==> src/sv/crcse_pkg.sv <==
// Shared types and constants for the serial CRC encoder and checker.
// Used by the front end, the result sequencer and the top level.
`default_nettype none

package crcse_pkg;

  // Default largest generator degree the datapath is built for.
  localparam int DEFAULT_MAX_DEGREE = 32;

  // Width of the generator coefficient register.
  localparam int POLY_W = 32;

  // Width of the degree register.
  localparam int DEG_REG_W = 6;

  // Degree after reset.
  localparam logic [DEG_REG_W-1:0] GEN_DEGREE_RESET = 6'd8;

  // Depth of the command queue between the front end and the sequencer.
  localparam int CMDQ_DEPTH = 4;

  // Width of the configuration register index.
  localparam int CFG_IDX_W = 2;

  // Configuration register indexes.
  typedef enum logic [CFG_IDX_W-1:0] {
    REG_GEN_POLY   = 2'd0,
    REG_GEN_DEGREE = 2'd1,
    REG_OP_MODE    = 2'd2
  } cfg_reg_t;

  // Operating modes.
  typedef enum logic {
    MODE_ENCODE = 1'b0,
    MODE_CHECK  = 1'b1
  } op_mode_t;

  // Per-item command flags handed from the front end to the sequencer.
  typedef struct packed {
    logic bit_val;   // data bit to emit when has_bit is set
    logic has_bit;   // the item yields a data result
    logic is_last;   // the item closes a message or codeword
    logic is_check;  // the item was taken in check mode
    logic ok;        // check status: remainder zero and length fine
    logic lerr;      // check status: codeword too short
  } cmd_flags_t;

endpackage

`default_nettype wire

==> src/sv/crcse_cmdq.sv <==
// Small register queue that carries commands from the front end to the sequencer.
// Depends on nothing but its parameters.
`default_nettype none

module crcse_cmdq #(
  parameter int WIDTH = 8,
  parameter int DEPTH = 4
) (
  input  logic             clk,
  input  logic             rst,
  input  logic             wr_en,
  input  logic [WIDTH-1:0] wr_data,
  output logic             full,
  input  logic             rd_en,
  output logic [WIDTH-1:0] rd_data,
  output logic             empty
);

  localparam int PTR_W = (DEPTH > 1) ? $clog2(DEPTH) : 1;
  localparam int CNT_W = $clog2(DEPTH + 1);

  logic [WIDTH-1:0] store [DEPTH];
  logic [PTR_W-1:0] wr_ptr;
  logic [PTR_W-1:0] rd_ptr;
  logic [CNT_W-1:0] count;

  assign full    = (count == CNT_W'(DEPTH));
  assign empty   = (count == '0);
  assign rd_data = store[rd_ptr];

  // Pointer and fill count.
  always_ff @(posedge clk) begin
    if (rst) begin
      wr_ptr <= '0;
      rd_ptr <= '0;
      count  <= '0;
    end else begin
      if (wr_en) begin
        wr_ptr <= (wr_ptr == PTR_W'(DEPTH - 1)) ? '0 : wr_ptr + PTR_W'(1);
      end
      if (rd_en) begin
        rd_ptr <= (rd_ptr == PTR_W'(DEPTH - 1)) ? '0 : rd_ptr + PTR_W'(1);
      end
      if (wr_en && !rd_en) begin
        count <= count + CNT_W'(1);
      end else if (rd_en && !wr_en) begin
        count <= count - CNT_W'(1);
      end
    end
  end

  // Entry storage needs no reset.
  always_ff @(posedge clk) begin
    if (wr_en) begin
      store[wr_ptr] <= wr_data;
    end
  end

  // The fill count never passes the depth.
  a_count_bound: assert property (@(posedge clk) disable iff (rst)
    count <= CNT_W'(DEPTH))
    else $error("command queue count above depth");

  // The sequencer never takes a command from an empty queue.
  a_no_underflow: assert property (@(posedge clk) disable iff (rst)
    rd_en |-> !empty)
    else $error("command queue read while empty");

  // The front end never writes a full queue.
  a_no_overflow: assert property (@(posedge clk) disable iff (rst)
    wr_en |-> !full)
    else $error("command queue written while full");

endmodule

`default_nettype wire

==> src/sv/crcse_front.sv <==
// Front end: configuration registers, input bit acceptance and the LFSR division step.
// Depends on crcse_pkg for register indexes, modes and the command flag struct.
`default_nettype none

module crcse_front #(
  parameter int MAX_DEGREE = crcse_pkg::DEFAULT_MAX_DEGREE
) (
  input  logic                                clk,
  input  logic                                rst,
  input  logic                                cfg_valid,
  input  logic [crcse_pkg::CFG_IDX_W-1:0]     cfg_index,
  input  logic [crcse_pkg::POLY_W-1:0]        cfg_data,
  input  logic                                push,
  input  logic                                data_bit,
  input  logic                                last_bit,
  input  logic                                q_full,
  output logic                                cmd_push,
  output crcse_pkg::cmd_flags_t               cmd_flags,
  output logic [MAX_DEGREE-1:0]               cmd_rem,
  output logic [$clog2(MAX_DEGREE + 1)-1:0]   cmd_deg
);

  import crcse_pkg::*;

  localparam int DEG_W = $clog2(MAX_DEGREE + 1);
  localparam int CNT_W = $clog2(MAX_DEGREE + 2);
  localparam int IDX_W = (MAX_DEGREE > 1) ? $clog2(MAX_DEGREE) : 1;

  logic [POLY_W-1:0]     gen_poly;
  logic [DEG_REG_W-1:0]  gen_degree;
  op_mode_t              op_mode;

  logic [MAX_DEGREE-1:0] remainder_reg;
  logic [MAX_DEGREE-1:0] remainder_next;
  logic [MAX_DEGREE-1:0] delay_line;
  logic [MAX_DEGREE-1:0] delay_next;
  logic [CNT_W-1:0]      bit_count;
  logic [CNT_W-1:0]      bit_count_next;

  logic [MAX_DEGREE-1:0] mask;
  logic [MAX_DEGREE-1:0] poly;
  logic [DEG_W-1:0]      deg;
  logic [IDX_W-1:0]      top_idx;
  logic                  top;
  logic                  accept;
  logic                  has_bit;
  logic                  lerr;
  logic                  ok;

  assign accept = push && !q_full;

  // Configuration writes; the port is always ready.
  always_ff @(posedge clk) begin
    if (rst) begin
      gen_poly   <= '0;
      gen_degree <= GEN_DEGREE_RESET;
      op_mode    <= MODE_ENCODE;
    end else if (cfg_valid) begin
      case (cfg_index)
        REG_GEN_POLY:   gen_poly   <= cfg_data;
        REG_GEN_DEGREE: gen_degree <= cfg_data[DEG_REG_W-1:0];
        REG_OP_MODE:    op_mode    <= op_mode_t'(cfg_data[0]);
        default:        ;
      endcase
    end
  end

  // Effective degree: zero acts as one, large values clamp to the maximum.
  always_comb begin
    if (gen_degree == '0) begin
      deg = DEG_W'(1);
    end else if (8'(gen_degree) > 8'(MAX_DEGREE)) begin
      deg = DEG_W'(MAX_DEGREE);
    end else begin
      deg = DEG_W'(gen_degree);
    end
  end

  // Degree mask and masked generator coefficients.
  for (genvar i = 0; i < MAX_DEGREE; i++) begin : g_bit
    assign mask[i] = (8'(i) < 8'(deg));
    if (i < POLY_W) begin : g_coef
      assign poly[i] = gen_poly[i] & mask[i];
    end else begin : g_zero
      assign poly[i] = 1'b0;
    end
  end

  assign top_idx = IDX_W'(deg - DEG_W'(1));
  assign top     = remainder_reg[top_idx];

  // One division step for the current mode.
  always_comb begin
    remainder_next = remainder_reg;
    delay_next     = delay_line;
    bit_count_next = bit_count;
    has_bit        = 1'b1;
    if (op_mode == MODE_ENCODE) begin
      remainder_next = ((remainder_reg << 1) & mask) ^ ((top ^ data_bit) ? poly : '0);
    end else begin
      remainder_next = ((remainder_reg << 1) | MAX_DEGREE'(data_bit)) & mask;
      remainder_next = remainder_next ^ (top ? poly : '0);
      delay_next     = ((delay_line << 1) | MAX_DEGREE'(data_bit)) & mask;
      has_bit        = (8'(bit_count) >= 8'(deg));
      if (8'(bit_count) <= 8'(MAX_DEGREE)) begin
        bit_count_next = bit_count + CNT_W'(1);
      end
    end
    lerr = (8'(bit_count_next) <= 8'(deg));
    ok   = !lerr && (remainder_next == '0);
  end

  // Stream state; a last bit clears it for the next codeword.
  always_ff @(posedge clk) begin
    if (rst) begin
      remainder_reg <= '0;
      delay_line    <= '0;
      bit_count     <= '0;
    end else if (accept) begin
      if (last_bit) begin
        remainder_reg <= '0;
        delay_line    <= '0;
        bit_count     <= '0;
      end else begin
        remainder_reg <= remainder_next;
        delay_line    <= delay_next;
        bit_count     <= bit_count_next;
      end
    end
  end

  // Command for the sequencer; check-mode bits still filling the delay yield none.
  assign cmd_push           = accept && ((op_mode == MODE_ENCODE) || has_bit || last_bit);
  assign cmd_flags.bit_val  = (op_mode == MODE_ENCODE) ? data_bit : delay_line[top_idx];
  assign cmd_flags.has_bit  = has_bit;
  assign cmd_flags.is_last  = last_bit;
  assign cmd_flags.is_check = (op_mode == MODE_CHECK);
  assign cmd_flags.ok       = (op_mode == MODE_CHECK) && ok;
  assign cmd_flags.lerr     = (op_mode == MODE_CHECK) && lerr;
  assign cmd_rem            = remainder_next;
  assign cmd_deg            = deg;

endmodule

`default_nettype wire

==> src/sv/crcse_back.sv <==
// Result sequencer: expands queued commands into result beats and holds the output register.
// Depends on crcse_pkg for the command flag struct.
`default_nettype none

module crcse_back #(
  parameter int MAX_DEGREE = crcse_pkg::DEFAULT_MAX_DEGREE
) (
  input  logic                                clk,
  input  logic                                rst,
  input  logic                                q_empty,
  input  crcse_pkg::cmd_flags_t               head_flags,
  input  logic [MAX_DEGREE-1:0]               head_rem,
  input  logic [$clog2(MAX_DEGREE + 1)-1:0]   head_deg,
  output logic                                q_pop,
  input  logic                                pop,
  output logic                                empty,
  output logic                                out_bit,
  output logic                                out_valid_bit,
  output logic                                out_last,
  output logic                                check_ok,
  output logic                                length_error
);

  import crcse_pkg::*;

  localparam int DEG_W = $clog2(MAX_DEGREE + 1);
  localparam int IDX_W = (MAX_DEGREE > 1) ? $clog2(MAX_DEGREE) : 1;

  typedef enum logic [1:0] {
    P_START,
    P_REM,
    P_STAT
  } phase_t;

  phase_t                phase;
  phase_t                phase_next;
  logic [MAX_DEGREE-1:0] rem_hold;
  logic [MAX_DEGREE-1:0] rem_hold_next;
  logic [DEG_W-1:0]      rcnt;
  logic [DEG_W-1:0]      rcnt_next;
  logic                  out_full;
  logic                  adv;
  logic                  emit;
  logic                  done;
  logic                  res_bit;
  logic                  res_valid;
  logic                  res_last;
  logic                  res_ok;
  logic                  res_lerr;

  assign empty = !out_full;
  assign adv   = !out_full || pop;
  assign emit  = adv && !q_empty;
  assign q_pop = emit && done;

  // Next result beat from the head command.
  always_comb begin
    phase_next    = phase;
    rem_hold_next = rem_hold;
    rcnt_next     = rcnt;
    done          = 1'b0;
    res_bit       = 1'b0;
    res_valid     = 1'b0;
    res_last      = 1'b0;
    res_ok        = 1'b0;
    res_lerr      = 1'b0;
    case (phase)
      P_START: begin
        if (head_flags.has_bit) begin
          res_bit   = head_flags.bit_val;
          res_valid = 1'b1;
          if (!head_flags.is_last) begin
            done = 1'b1;
          end else if (head_flags.is_check) begin
            phase_next = P_STAT;
          end else begin
            phase_next    = P_REM;
            rem_hold_next = head_rem;
            rcnt_next     = head_deg;
          end
        end else begin
          res_last = 1'b1;
          res_ok   = head_flags.ok;
          res_lerr = head_flags.lerr;
          done     = 1'b1;
        end
      end
      P_REM: begin
        res_bit   = rem_hold[IDX_W'(rcnt - DEG_W'(1))];
        res_valid = 1'b1;
        res_last  = (rcnt == DEG_W'(1));
        rcnt_next = rcnt - DEG_W'(1);
        if (rcnt == DEG_W'(1)) begin
          done       = 1'b1;
          phase_next = P_START;
        end
      end
      P_STAT: begin
        res_last   = 1'b1;
        res_ok     = head_flags.ok;
        res_lerr   = head_flags.lerr;
        done       = 1'b1;
        phase_next = P_START;
      end
      default: begin
        phase_next = P_START;
      end
    endcase
  end

  // Sequencer state and the output register.
  always_ff @(posedge clk) begin
    if (rst) begin
      phase    <= P_START;
      out_full <= 1'b0;
    end else begin
      if (adv) begin
        out_full <= emit;
      end
      if (emit) begin
        phase         <= phase_next;
        rem_hold      <= rem_hold_next;
        rcnt          <= rcnt_next;
        out_bit       <= res_bit;
        out_valid_bit <= res_valid;
        out_last      <= res_last;
        check_ok      <= res_ok;
        length_error  <= res_lerr;
      end
    end
  end

  // A command in progress stays at the head of the queue.
  a_head_held: assert property (@(posedge clk) disable iff (rst)
    (phase != P_START) |-> !q_empty)
    else $error("sequencer mid-command with empty queue");

  // The remainder flush never runs with nothing left to send.
  a_rcnt_live: assert property (@(posedge clk) disable iff (rst)
    (phase == P_REM) |-> (rcnt != '0))
    else $error("remainder flush with zero count");

  // A status beat always closes the codeword.
  a_status_last: assert property (@(posedge clk) disable iff (rst)
    (out_full && !out_valid_bit) |-> (out_last && !out_bit))
    else $error("status beat not marked last");

endmodule

`default_nettype wire

==> src/sv/crc_serial_encode_check.sv <==
// Top level of the serial CRC encoder and checker.
// Depends on crcse_pkg, crcse_front, crcse_cmdq and crcse_back.
`default_nettype none

// Serial CRC encoder/checker with a programmable generator x^d + gen_poly. Input bits are
// taken one per clock, most significant first, whenever full is low. In encode mode each
// bit comes back as one result beat and the last bit adds d remainder beats; in check mode
// the first d bits of a codeword produce no beat, later bits one each, and the last bit
// adds a status beat carrying check_ok and length_error. The front end does one division
// step per bit, so input accepts one bit per cycle while full is low; the sequencer sends
// one beat per cycle while commands wait and the output is empty or popped. An encode
// message of n bits yields n + d beats; a four-entry command queue lets input flow in the
// remainder flush until it fills. Results pass the command queue and output register.
// Configuration is always ready and must only be written while the block is idle.
module crc_serial_encode_check #(
  parameter int MAX_DEGREE = crcse_pkg::DEFAULT_MAX_DEGREE
) (
  input  logic                            clk,
  input  logic                            rst,
  input  logic                            cfg_valid,
  output logic                            cfg_ready,
  input  logic [crcse_pkg::CFG_IDX_W-1:0] cfg_index,
  input  logic [crcse_pkg::POLY_W-1:0]    cfg_data,
  input  logic                            push,
  output logic                            full,
  input  logic                            data_bit,
  input  logic                            last_bit,
  input  logic                            pop,
  output logic                            empty,
  output logic                            out_bit,
  output logic                            out_valid_bit,
  output logic                            out_last,
  output logic                            check_ok,
  output logic                            length_error
);

  import crcse_pkg::*;

  localparam int DEG_W  = $clog2(MAX_DEGREE + 1);
  localparam int FLAG_W = $bits(cmd_flags_t);
  localparam int CMD_W  = FLAG_W + MAX_DEGREE + DEG_W;

  logic                  cmd_push;
  cmd_flags_t            cmd_flags;
  logic [MAX_DEGREE-1:0] cmd_rem;
  logic [DEG_W-1:0]      cmd_deg;
  logic [CMD_W-1:0]      q_wr_data;
  logic [CMD_W-1:0]      q_rd_data;
  logic                  q_empty;
  logic                  q_pop;
  cmd_flags_t            head_flags;
  logic [MAX_DEGREE-1:0] head_rem;
  logic [DEG_W-1:0]      head_deg;

  assign cfg_ready = 1'b1;

  // Front end: configuration and division.
  crcse_front #(
    .MAX_DEGREE (MAX_DEGREE)
  ) u_front (
    .clk        (clk),
    .rst        (rst),
    .cfg_valid  (cfg_valid),
    .cfg_index  (cfg_index),
    .cfg_data   (cfg_data),
    .push       (push),
    .data_bit   (data_bit),
    .last_bit   (last_bit),
    .q_full     (full),
    .cmd_push   (cmd_push),
    .cmd_flags  (cmd_flags),
    .cmd_rem    (cmd_rem),
    .cmd_deg    (cmd_deg)
  );

  // Command queue between front end and sequencer.
  assign q_wr_data = {cmd_flags, cmd_rem, cmd_deg};
  assign {head_flags, head_rem, head_deg} = q_rd_data;

  crcse_cmdq #(
    .WIDTH (CMD_W),
    .DEPTH (CMDQ_DEPTH)
  ) u_cmdq (
    .clk     (clk),
    .rst     (rst),
    .wr_en   (cmd_push),
    .wr_data (q_wr_data),
    .full    (full),
    .rd_en   (q_pop),
    .rd_data (q_rd_data),
    .empty   (q_empty)
  );

  // Result sequencer and output register.
  crcse_back #(
    .MAX_DEGREE (MAX_DEGREE)
  ) u_back (
    .clk           (clk),
    .rst           (rst),
    .q_empty       (q_empty),
    .head_flags    (head_flags),
    .head_rem      (head_rem),
    .head_deg      (head_deg),
    .q_pop         (q_pop),
    .pop           (pop),
    .empty         (empty),
    .out_bit       (out_bit),
    .out_valid_bit (out_valid_bit),
    .out_last      (out_last),
    .check_ok      (check_ok),
    .length_error  (length_error)
  );

endmodule

`default_nettype wire
==> config.mk <==
export PLATFORM = sky130hd
export DESIGN_NAME = crc_serial_encode_check
export DESIGN_NICKNAME = d
export VERILOG_FILES = /design/src/sv/crcse_pkg.sv /design/src/sv/crcse_cmdq.sv /design/src/sv/crcse_front.sv /design/src/sv/crcse_back.sv /design/src/sv/crc_serial_encode_check.sv
export SDC_FILE = /design/constraint.sdc
export NUM_CORES = 1
export LEC_CHECK = 0
export ABC_AREA = 0
export ABC_CLOCK_PERIOD_IN_PS = 5150
export BUFFER_PORTS_ARGS = -buffer_cell sky130_fd_sc_hd__buf_4
export CELL_PAD_IN_SITES_DETAIL_PLACEMENT = 2
export CELL_PAD_IN_SITES_GLOBAL_PLACEMENT = 2
export CORE_ASPECT_RATIO = 0.6
export CORE_MARGIN = 2
export CORE_UTILIZATION = 39
export CTS_BUF_LIST = sky130_fd_sc_hd__clkbuf_8 sky130_fd_sc_hd__clkbuf_16
export DETAILED_ROUTE_END_ITERATION = 10
export PLACE_DENSITY = 0.85
export SYNTH_ARGS = -nofsm -noshare
export SYNTH_HDL_FRONTEND = slang
export SYNTH_SLANG_ARGS = --single-unit
==> constraint.sdc <==
create_clock -name clk -period 5.15 [get_ports clk]
set_input_delay 0.2575 -clock clk [delete_from_list [all_inputs] [get_ports clk]]
set_output_delay 0.2575 -clock clk [all_outputs]
set_load 0.05 [all_outputs]
Word level (Yosys, flattened, before mapping) --
Memory sizes are Yosys's and may differ from the RTL's. A register that Yosys moved wholly into a read port is not among the register bits. Index checks and enable logic that the tools add are counted.
Word-level totals: bits in read-only memories 0, word-level logic and storage cells 203, flip-flop bits (word level) 162, bits in latches 0, bits in writable memories 176, memories kept 1
Operators by class: $lt $le $gt $ge 38, multiply operators 0, add/sub/neg operators 7, reductions and logical operators 34, shift operators 0, bitwise logic cells 43, multiplexer cells 50, divide/modulo/power cells 0, equality and inequality tests 12
Memories:
- u_cmdq.store | depth 4, width 44, rd ports 1, clocked after memory_dff 1, wr ports 1, RTL line crcse_cmdq.sv:22 | logic [WIDTH-1:0] store [DEPTH];
Operators by type and width (number):
- two-way mux 32 bit | 6
- bitwise AND 32 bit | 3
- < comparator 5 x 6 -> 1 bit (first input constant) | 16
- bitwise OR 32 x 1 -> 32 bit | 2
- bitwise XOR 32 bit | 2
- < comparator 4 x 6 -> 1 bit (first input constant) | 8
- two-way mux 6 bit | 8
- bitwise AND 1 bit | 32
- zero test 32 bit | 1
- < comparator 3 x 6 -> 1 bit (first input constant) | 4
- two-way mux 2 bit | 8
- binary-select mux 1 bit (select 5 bit) | 3
- two-way mux 1 bit | 15
- < comparator 1 x 6 -> 1 bit (first input constant) | 2
- < comparator 2 x 6 -> 1 bit (first input constant) | 2
- < comparator 5 x 6 -> 1 bit (second input constant) | 2
- case mux 6 bit (2 select lines) | 1
- AND reduction 6 bit | 2
- AND reduction 2 bit | 5
- logical AND 1 bit | 9
- == test 2 bit (second input constant) | 4
- case mux 1 bit (2 select lines) | 4
- adder 6 x 1 -> 6 bit (second input constant) | 1
- == test 6 x 1 -> 1 bit (second input constant) | 1
- 25 further kinds | 43

Longest topological paths before layout --
Gate-level depths: netlist (run 1).
depth after elaboration 13, mapped depth 21

Hierarchy --
From an unflattened synthesis (run 1), not the netlist that was laid out.
Second synthesis, totals: cells, all modules 1185, area, all modules 15172.1 um^2
By module, submodules not included:
- crcse_cmdq | seq. area each 5465.2 um^2, times used 1, cells an instance 274, area an instance 6847.8 um^2
- crcse_front | seq. area each 2182.1 um^2, times used 1, cells an instance 783, area an instance 6306.0 um^2
- crcse_back | seq. area each 1351.3 um^2, times used 1, cells an instance 126, area an instance 2006.9 um^2
- crc_serial_encode_check | seq. area each 0.0 um^2, times used 1, cells an instance 2, area an instance 11.3 um^2

Worst setup path before layout (run 1) --
No wires, ideal clock.
path kind flip-flop to flip-flop, from reg (tool-made name), to reg u_back.rem_hold[0] (enable), stages on the path, launching flop included 5, path slack 0.197 ns, buffers on the path 1, library setup time 0.502 ns, arrival time 4.450 ns, cell sequence dfxtp_1 -> clkbuf_1 -> mux4_2 -> nor2_1 -> nor4bb_1
RTL lines:
- end signal: assignment | RTL line crcse_back.sv:122 | rem_hold <= rem_hold_next;
- end: declaration | RTL line crcse_back.sv:37 | logic [MAX_DEGREE-1:0] rem_hold;

==> flow_summary.json, run 1 <==
{
  "status": "complete, but fails checks",
  "violations": "capacitance limit",
  "finalHoldViolations": 0,
  "finalWeightedCongestion": 0.879,
  "grt_pass1_wl_um": 83200,
  "post-route-min-period_ps": 4890,
  "syn_nets": 1385,
  "synth_xor_area_share_pct": 0.993,
  "muxShareOfSynthArea_pct": 10.9,
  "n_antenna_cell": 0,
  "p_per_area_nw_per_um2": 416,
  "synth_top_area_cell": "edfxtp_1",
  "crit_top_cell": "nor4_4",
  "antenna_found_initial": 1,
  "synth_area_leaders": "edfxtp_1 (42%), dfxtp_1 (15%), mux4_2 (8.9%)",
  "port_buffers": 47,
  "largest_reg_flops": 176,
  "synthSimpleGateAreaFrac_pct": 12.5,
  "antenna_left": 0,
  "crit_arrival_ps": 5160,
  "cts_made_buffers": 35,
  "worst_pin_slew_ps": 1480,
  "clockBufferDepth": 3,
  "synth_compound_area_share_pct": 12.6,
  "largest_register": "u_cmdq.store",
  "drt_iter0_drc": 1120,
  "max_freq_ghz": 0.205,
  "num-fill-cells": 3851,
  "die-height_um": 160,
  "nNetsFinal": 1456,
  "synth_cell_type_count": 79,
  "hpwlAfterDp_um": 38100,
  "worst-setup-path-type": "flip-flop to flip-flop",
  "area_growth_pct": 16.5,
  "first_pass_iters": 5,
  "synth_area_um2": 15800,
  "cts.reportedPaths.clkPinSlew_ps": 70,
  "cap_violations": 1,
  "stdcell_area_um2": 18300,
  "timing.hold.worst.class": "input pin to flip-flop",
  "crit_path_max_fanout": 17,
  "grt-ovfl-total": 0,
  "syn_area_per_cell_um2": 12.0,
  "postSynth.asyncResetShare_pct": 0,
  "drt-vias-per-instance": 6.09,
  "ys_warn_count": 0,
  "slowest_delay_ps": 1160,
  "critical_path_required_ps": 5420,
  "end_kind": "flip-flop",
  "fin_crit_sh_pct": 94.9,
  "start_util_pct": 39.9,
  "synth_edf_count": 219,
  "vias": 11800,
  "setup_tns_ps": 0,
  "slew_violations": 0,
  "numClockSinks": 340,
  "die_w_um": 263,
  "setup_viol": 0,
  "reg2reg_setup_slack_ps": 260,
  "ys_seq_elements": 340,
  "synth_top_family_by_area": "compound AO/OA/AOI/OAI gates",
  "first_global_vias": 12700,
  "synth_cells": 1318,
  "relSlewSlack_pct": 0.662,
  "core_area_um2": 39400,
  "synth_ff_type": "edfxtp_1",
  "h-tree-depth": 2,
  "grt_max_degree": 71,
  "start_kind": "flip-flop",
  "drive_gt1_share_pct": 18.9,
  "synth_top_area_share_pct": 41.8,
  "avgRoutedWirePerCell_um": 28.5,
  "final.setup.worst_slack_ps": 265,
  "synth-adder-area-share_pct": 2.11,
  "rsz0062_at_grt": "no",
  "cp_cell_sequence": "nor4_4 -> o21a_1 -> inv_1 -> ha_1 -> buf_4 -> mux2_2 -> o2111ai_1 -> nand4_4 -> a22o_1 -> o31ai_1 -> nor4_2 -> nand4_1 -> nor4_4",
  "vdd_drop_max_mv": 0.254,
  "preCtsSetupSlack_ps": 148,
  "slowest_stage": "o31ai_1",
  "cts_root_buf": "clkbuf_16",
  "power_leakage_nw": 6.41,
  "boundaryPins": 49,
  "place_area_um2": 16700,
  "rows": 56,
  "drc": 0,
  "ys_seq_area_share_pct": 57.1,
  "cts_tree": "built",
  "routed_wirelength_um": 55200,
  "grtUsageTotal_pct": 26.2,
  "fin_skew_ps": 17.7,
  "die_area_um2": 42100,
  "worstSkewPairLatency_ps": 550
}
[final timing paths]
kind / from / end / cells after the start
setup / recovery: u_front.gen_degree[1] / u_cmdq.store[0][39] / 13
hold / removal: cfg_data[11] / u_front.gen_poly[11] / 3
setup reg to reg: u_front.gen_degree[1] / u_cmdq.store[0][39] / 13
hold reg to reg: u_front.gen_poly[25] / u_front.gen_poly[25] / 2
[synth_stat cells (all sizes together), types with 12 or more instances]
cell type / count
dfxtp: 121
nand2: 149
mux2i: 21
ha: 25
a21oi: 79
nor2: 125
edfxtp: 219
buf: 36
a22oi: 34
nand4: 31
mux4: 62
nand3: 48
a32oi: 28
clkbuf: 60
o21ai: 32
o22ai: 12
inv: 40
o211ai: 12
[critical path, delay by kind of cell, from the launching register on]
| family | cells | cell delay [ps] |
|---|---|---|
| flops | 1 | 340 |
| fa+ha+maj | 1 | 340 |
| simple gates | 5 | 1170 |
| buf+inv | 2 | 350 |
| compound gates | 4 | 2010 |
| mux | 1 | 390 |
[routing by layer]
layer,vias to the layer above,global-route usage [%],routed length (µm)
met5,-,0,13
met4,2,6.39,1220
met3,92,5.81,3860
met2,408,42.5,25900
met1,6172,35.9,24200
li1,5128,-,-
[area by class of cell]
class                      instances  area, µm²  share of cell area [%]
clock buffer                      37        903                    4.92
inverter                          40        150                   0.818
timing repair buffer             129       1080                    5.87
tap                              522        653                    3.56
sequential                       340       9000                    49.1
clock inverter                    27        289                    1.58
multi-input combinational        843       6270                    34.2
[per-stage QoR]
step	power (W)	cells	hold slack [ps]	util, %
5_1_grt	0.00793	1938	32.6	46.5
3_5_place_dp	0.00498	1838	464	42.4
3_3_place_gp	0.00484	1838	453	42.4
4_1_cts	0.00768	1935	9.44	46.3
6_report	0.00764	1938	27.0	46.5
2_1_floorplan	0.00442	1318	356	-
[power breakdown]
part	internal, W	switching, W
logic	0.000629	0.000997
registers	0.00320	0.000133
clock network	0.00153	0.00115
total	0.00536	0.00228
[repair_timing]
item | 4_1_cts | 5_1_grt
setup endpoints to repair | 4 | 4
endpoints found under the hold margin | 40 | 0
hold buffers | 33 | 0
pin swaps | 1 | 2
buffers inserted | 0 | 2
gates resized for setup | 1 | 8
gates cloned | 0 | 1
[placed cells by master (no fill, tap or decap), drive strengths merged, types with 8 or more instances in the layout]
cell type / Yosys / routed
xor2: 9 / 9
nand4: 31 / 32
and3: 9 / 9
xnor2: 8 / 8
nor3: 8 / 8
mux2i: 21 / 21
a31o: 11 / 11
ha: 25 / 25
a21o: 10 / 10
clkbuf: 60 / 37
mux4: 62 / 62
nor2: 125 / 125
a22o: 8 / 8
nor2b: 11 / 11
mux2: 9 / 9
dfxtp: 121 / 121
dlygate4sd3: 0 / 33
o21ai: 32 / 32
o2111ai: 9 / 9
nand3: 48 / 48
o211ai: 12 / 12
inv: 40 / 51
buf: 36 / 96
a32oi: 28 / 28
clkinv: 0 / 9
a22oi: 34 / 34
o22a: 11 / 11
edfxtp: 219 / 219
a21oi: 79 / 79
nand2: 149 / 149
o22ai: 12 / 12
[cell families (layout without fill, tap and decap cells)]
| group | after synthesis | in the layout |
|---|---|---|
| simple gates | 423 | 424 |
| flops | 340 | 340 |
| compound gates | 283 | 283 |
| buf+inv | 136 | 233 |
| mux | 92 | 92 |
| fa+ha+maj | 26 | 26 |
| xor+xnor | 17 | 17 |
| other cells | 1 | 1 |
(Power assumes the default switching activity.)
==> run 2: changes to the inputs <==
Settings changed: SETUP_SLACK_MARGIN set to 0.5.
==> flow_summary.json, run 2 (synthesis gave the netlist of run 1 again) <==
{
  "status": "complete, no violations",
  "finalHoldViolations": 0,
  "routed_wirelength_um": 54600,
  "power_leakage_nw": 6.36,
  "die-height_um": 160,
  "layout_common_cells": "edfxtp_1 (219), nand2_1 (149), nor2_1 (124)",
  "rr_worst_depth": 15,
  "drc": 0,
  "hold_end": "u_front.gen_degree[1]",
  "die_area_um2": 42100,
  "vdd_drop_max_mv": 0.301,
  "antenna_found_initial": 1,
  "timing.hold.worst.class": "input pin to flip-flop",
  "numClockSinks": 340,
  "holdWs_ps": 15.6,
  "crit_arrival_ps": 4750,
  "critical_path_required_ps": 5420,
  "setup_viol": 0,
  "post_cts_buffers": 0,
  "min_from": "cfg_data[1]",
  "setup_tns_ps": 0,
  "mostFrequentLayoutCell": "edfxtp_1",
  "worstSkewPairLatency_ps": 550,
  "hpwlAfterDp_um": 37900,
  "slowest_stage": "o31ai_1",
  "cts_root_buf": "clkbuf_16",
  "rows": 56,
  "first_global_vias": 12600,
  "drt_iter0_drc": 1050,
  "finalWeightedCongestion": 0.892,
  "h-tree-depth": 2,
  "grtUsageTotal_pct": 26.0,
  "drive_gt1_share_pct": 18.4,
  "r2r_start": "u_front.gen_degree[1]",
  "fin_util_pct": 46.2,
  "p_per_area_nw_per_um2": 413,
  "fin_skew_ps": 29.1,
  "largest_reg_flops": 176,
  "drt-vias-per-instance": 6.08,
  "worst_pin_slew_ps": 1350,
  "cp_cell_sequence": "nor4_4 -> o21a_1 -> inv_1 -> ha_4 -> buf_4 -> mux2i_1 -> o211ai_1 -> o2111ai_1 -> nand4_4 -> buf_4 -> a22o_1 -> o31ai_1 -> nor4_1 -> nand4_1 -> nor4_4",
  "reg2reg_setup_slack_ps": 680,
  "p_switching_w": 0.00224,
  "die_w_um": 263,
  "cts.reportedPaths.clkPinSlew_ps": 60,
  "rsz0062_at_grt": "no",
  "relSlewSlack_pct": 9.39,
  "p_clk_share_pct": 34.4,
  "slowest_delay_ps": 1060,
  "hold_depth": 3,
  "cp-startpoint": "u_front.gen_degree[1]",
  "combPwrFrac_pct": 21.5,
  "r2r_end": "u_cmdq.store[2][39]",
  "clockBufferDepth": 3,
  "max_freq_ghz": 0.224,
  "crit_path_max_fanout": 21,
  "avgRoutedWirePerCell_um": 28.2,
  "area_growth_pct": 15.8,
  "cts_made_buffers": 35,
  "seq_power_share_pct": 44.2,
  "post-route-min-period_ps": 4470,
  "end_kind": "flip-flop",
  "boundaryPins": 49,
  "antenna_left": 0,
  "worst-setup-path-type": "flip-flop to flip-flop",
  "start_kind": "flip-flop",
  "place_area_um2": 16700,
  "fin_crit_sh_pct": 86.9,
  "intPower_w": 0.00530,
  "grt_max_degree": 89,
  "stdcell_area_um2": 18200,
  "cts_tree": "built",
  "grt-ovfl-total": 0,
  "vias": 11800,
  "core_area_um2": 39400,
  "port_buffers": 47,
  "num-fill-cells": 3890,
  "p_total_w": 0.00754,
  "slew_violations": 0,
  "cap_violations": 0,
  "first_pass_iters": 5,
  "grt_pass1_wl_um": 82600,
  "start_util_pct": 39.9,
  "netSwitchingFraction_pct": 29.7,
  "largest_register": "u_cmdq.store",
  "nNetsFinal": 1453
}
-- run 2: how the worst max path moves through the flow --
stage | endpoint | slack [ps] | cells past startpoint
floorplan | u_cmdq.store[0][39] | 510 | 19
global placement | u_cmdq.store[0][39] | 690 | 16
detailed placement | u_cmdq.store[3][39] | 350 | 16
CTS | u_cmdq.store[2][39] | 550 | 16
global route | u_cmdq.store[2][39] | 440 | 16
finish | u_cmdq.store[2][39] | 680 | 15
-- run 2: critical path, delay by kind of cell (launching register included) --
kind	cells	cell delay (ps)
AOI/OAI and AO/OA	5	1790
adders and majority gates	1	410
buffers and inverters	3	520
DFF	1	340
muxes	1	200
and+or+nand+nor	5	930
-- run 2: what timing repair did --
item                                    in CTS  in global routing
hold buffers                                31                  1
endpoints found under the hold margin       35                  1
gates resized for setup                      1                  4
endpoints found under the setup margin       4                  4
-- run 2: routing by layer --
| layer | GRT usage (%) | vias to the layer above | wire length, µm |
|---|---|---|---|
| li1 | - | 5122 | - |
| met1 | 36.7 | 6194 | 24400 |
| met2 | 41.8 | 386 | 25700 |
| met3 | 5.13 | 76 | 3530 |
| met4 | 5.61 | 0 | 958 |
| met5 | 0 | - | 0 |
-- run 2: area by class of cell --
type	instances	area [µm²]	area share, %
clock buffers	39	942	5.16
repair buffers	127	1060	5.80
clock inverters	24	204	1.12
multi-input cells	842	6230	34.1
flip-flops and latches	340	9000	49.3
inverters	40	150	0.823
diodes	2	5.00	0.0274
well taps	522	653	3.58
-- run 2: power groups by stage --
stage | sequential (W) | combinational, W | clock (W)
global placement | 0.00335 | 0.00149 | 0
detailed placement | 0.00339 | 0.00159 | 0
CTS | 0.00333 | 0.00163 | 0.00264
finish | 0.00333 | 0.00162 | 0.00259
floorplan | 0.00334 | 0.00108 | 0
global route | 0.00335 | 0.00175 | 0.00273
-- run 2: through the flow --
step / setup WS, ps / std cells
6_report: 676 / 1936
5_1_grt: 443 / 1934
4_1_cts: 549 / 1933
3_5_place_dp: 346 / 1839
3_3_place_gp: 688 / 1839
2_1_floorplan: 507 / 1318
==> run 3: changes to the inputs <==
Settings changed: CORE_UTILIZATION 39 to 40, SYNTH_HIERARCHICAL set to 1.
==> flow_summary.json, run 3 <==
{
  "max_freq_ghz": 0.204,
  "holdWs_ps": 23.3,
  "synth_cells": 1185,
  "fin_crit_sh_pct": 95.3,
  "die-height_um": 155,
  "min_from": "last_bit",
  "core_area_um2": 37500,
  "syn_nets": 1252,
  "seqCellArea_um2": 9010,
  "vdd_drop_max_mv": 0.229,
  "cap_violations": 0,
  "layout_common_cells": "edfxtp_1 (219), nand2_1 (150), dfxtp_1 (117)",
  "cts_made_buffers": 35,
  "worst-setup-path-type": "flip-flop to flip-flop",
  "grt_pass1_wl_um": 79900,
  "synth-adder-area-share_pct": 2.19,
  "synth_ff_type": "edfxtp_1",
  "first_global_vias": 11700,
  "synth_top_area_cell": "edfxtp_1",
  "synth_area_leaders": "edfxtp_1 (43%), dfxtp_1 (16%), mux4_2 (7.9%)",
  "power_leakage_nw": 6.33,
  "setup_tns_ps": 0,
  "avgRoutedWirePerCell_um": 31.6,
  "synthMostInstantiatedCell": "edfxtp_1",
  "routed_wirelength_um": 57700,
  "grt-ovfl-total": 0,
  "crit_path_max_fanout": 18,
  "drc": 0,
  "setup_viol": 0,
  "yosys-top-cells-count": "edfxtp_1 (219), nand2_1 (150), dfxtp_1 (121)",
  "syn_area_per_cell_um2": 12.8,
  "synth_compound_area_share_pct": 9.25,
  "synthSimpleGateAreaFrac_pct": 11.5,
  "grtUsageTotal_pct": 27.3,
  "synth_area_um2": 15200,
  "postSynth.asyncResetShare_pct": 0,
  "p_total_w": 0.00760,
  "worst_pin_slew_ps": 1110,
  "rsz0062_at_grt": "yes",
  "start_kind": "flip-flop",
  "cts_tree": "built",
  "area_growth_pct": 19.5,
  "die_w_um": 255,
  "num-fill-cells": 3567,
  "ys_seq_area_share_pct": 59.3,
  "drt_iter0_drc": 1174,
  "hold_end": "u_cmdq/store[0][41]",
  "reg2reg_setup_slack_ps": 240,
  "first_pass_iters": 5,
  "numClockSinks": 340,
  "r2r_end": "u_cmdq/store[3][39]",
  "antenna_left": 0,
  "status": "complete, no violations",
  "drive_gt1_share_pct": 21.6,
  "muxShareOfSynthArea_pct": 12.6,
  "hpwlAfterDp_um": 34700,
  "synth_edf_count": 219,
  "largest_reg_flops": 176,
  "antenna_found_initial": 3,
  "clockBufferDepth": 3,
  "multiInputGateArea_um2": 5950,
  "h-tree-depth": 2,
  "hold_depth": 1,
  "boundaryPins": 49,
  "fin_cells": 1824,
  "timing.hold.worst.class": "input pin to flip-flop",
  "port_buffers": 47,
  "grt_max_degree": 75,
  "die_area_um2": 39600,
  "cts.reportedPaths.clkPinSlew_ps": 60,
  "rows": 55,
  "synth_cell_type_count": 74,
  "largest_register": "u_cmdq/store",
  "rr_worst_depth": 19,
  "worstSkewPairLatency_ps": 550,
  "start_util_pct": 40.5,
  "vias": 11300,
  "p_per_area_nw_per_um2": 419,
  "synth_top_area_share_pct": 43.3,
  "mostFrequentLayoutCell": "edfxtp_1",
  "finalHoldViolations": 0,
  "synth_top_family_by_area": "multiplexers",
  "fin_skew_ps": 39.0,
  "relSlewSlack_pct": 25.5,
  "crit_arrival_ps": 5300,
  "drt-vias-per-instance": 6.18,
  "slew_violations": 0,
  "finalWeightedCongestion": 0.900,
  "synth_xor_area_share_pct": 1.86,
  "ys_warn_count": 6,
  "critical_path_required_ps": 5550,
  "post-route-min-period_ps": 4910,
  "nNetsFinal": 1351,
  "ys_seq_elements": 340,
  "cts_root_buf": "clkbuf_16",
  "dpl.cell_count": 1705,
  "r2r_start": "u_front/gen_degree[1]",
  "end_kind": "flip-flop"
}
-- run 3: cell types whose count changed in the layout (fill, tap and decap cells not counted), sizes merged, moves of 13 or more --
cell    change
nand4      -26
nand3      -41
inv        -22
mux2i      +21
a21oi      -17
buf        +13
nand2b     +17
-- run 3: layout make-up --
cell class | count | share of cell area (%)
clock buffer | 45 | 5.84
inverter | 17 | 0.380
antenna | 1 | 0.0138
multi-input combinational | 752 | 32.8
timing repair buffer | 138 | 7.01
tap | 513 | 3.54
sequential | 340 | 49.7
clock inverter | 18 | 0.711
-- run 3: metrics by stage --
stage	util, %	instance area (µm²)	setup slack, ps
floorplan	-	15200	764
global route	48.3	18100	80.6
detailed placement	42.9	16100	-48.3
CTS	47.5	17800	512
finish	48.3	18100	244
global placement	42.9	16100	178
-- run 3: routing by layer --
layer  global-route usage, %  share of wire (%)
met5                       0              0.031
met4                    6.92                3.4
met3                    6.26                9.2
met2                    45.8                 48
met1                    36.1                 39
-- run 3: logic make-up (layout without fill, tap and decap cells) --
kind of cell / after synthesis / in the layout
AND/OR/NAND/NOR: 377 / 377
flip-flops: 340 / 340
AO/OA/AOI/OAI: 211 / 211
multiplexers: 109 / 109
buffers and inverters: 93 / 218
XOR/XNOR: 28 / 28
adder cells (fa/ha/maj): 26 / 26
other: 1 / 2
-- run 3: power by group --
| group | switching [W] | internal (W) | total (W) |
|---|---|---|---|
| registers | 0.000119 | 0.00318 | 0.00329 |
| logic | 0.000985 | 0.000641 | 0.00163 |
| clock network | 0.00113 | 0.00155 | 0.00268 |
-- run 3: worst max-delay path, stage by stage, from the launching register on --
cell	delay, ps
dfxtp_4	360
nor4_4	370
o21a_1	250
buf_4	140
buf_6	150
ha_4	250
buf_8	210
mux2i_1	270
a21oi_1	120
o21ai_0	300
a31oi_2	200
mux2i_4	230
buf_4	150
buf_6	130
clkbuf_16	170
o21ai_0	280
mux2i_1	220
a2111oi_2	340
and4_4	330
and4_4	250
-- run 3: worst max-delay path by stage --
stage / from / slack, ps / cells after the start / to
3_3_place_gp: u_front/gen_degree[1] / 180 / 18 / u_cmdq/store[2][39]
3_5_place_dp: u_front/gen_degree[1] / -50 / 17 / u_cmdq/store[0][39]
5_1_grt: u_front/gen_degree[1] / 80 / 19 / u_cmdq/store[3][39]
2_1_floorplan: u_front/gen_degree[1] / 760 / 18 / u_cmdq/store[0][39]
6_report: u_front/gen_degree[1] / 240 / 19 / u_cmdq/store[3][39]
4_1_cts: u_front/gen_degree[1] / 510 / 19 / u_cmdq/store[2][39]
-- run 3: timing repair --
action,CTS,global route
hold buffers,28,0
pin swaps,3,11
gates resized for setup,30,37
gates cloned,0,2
setup endpoints to repair,65,7
setup buffers,11,14
hold endpoints to repair,31,0
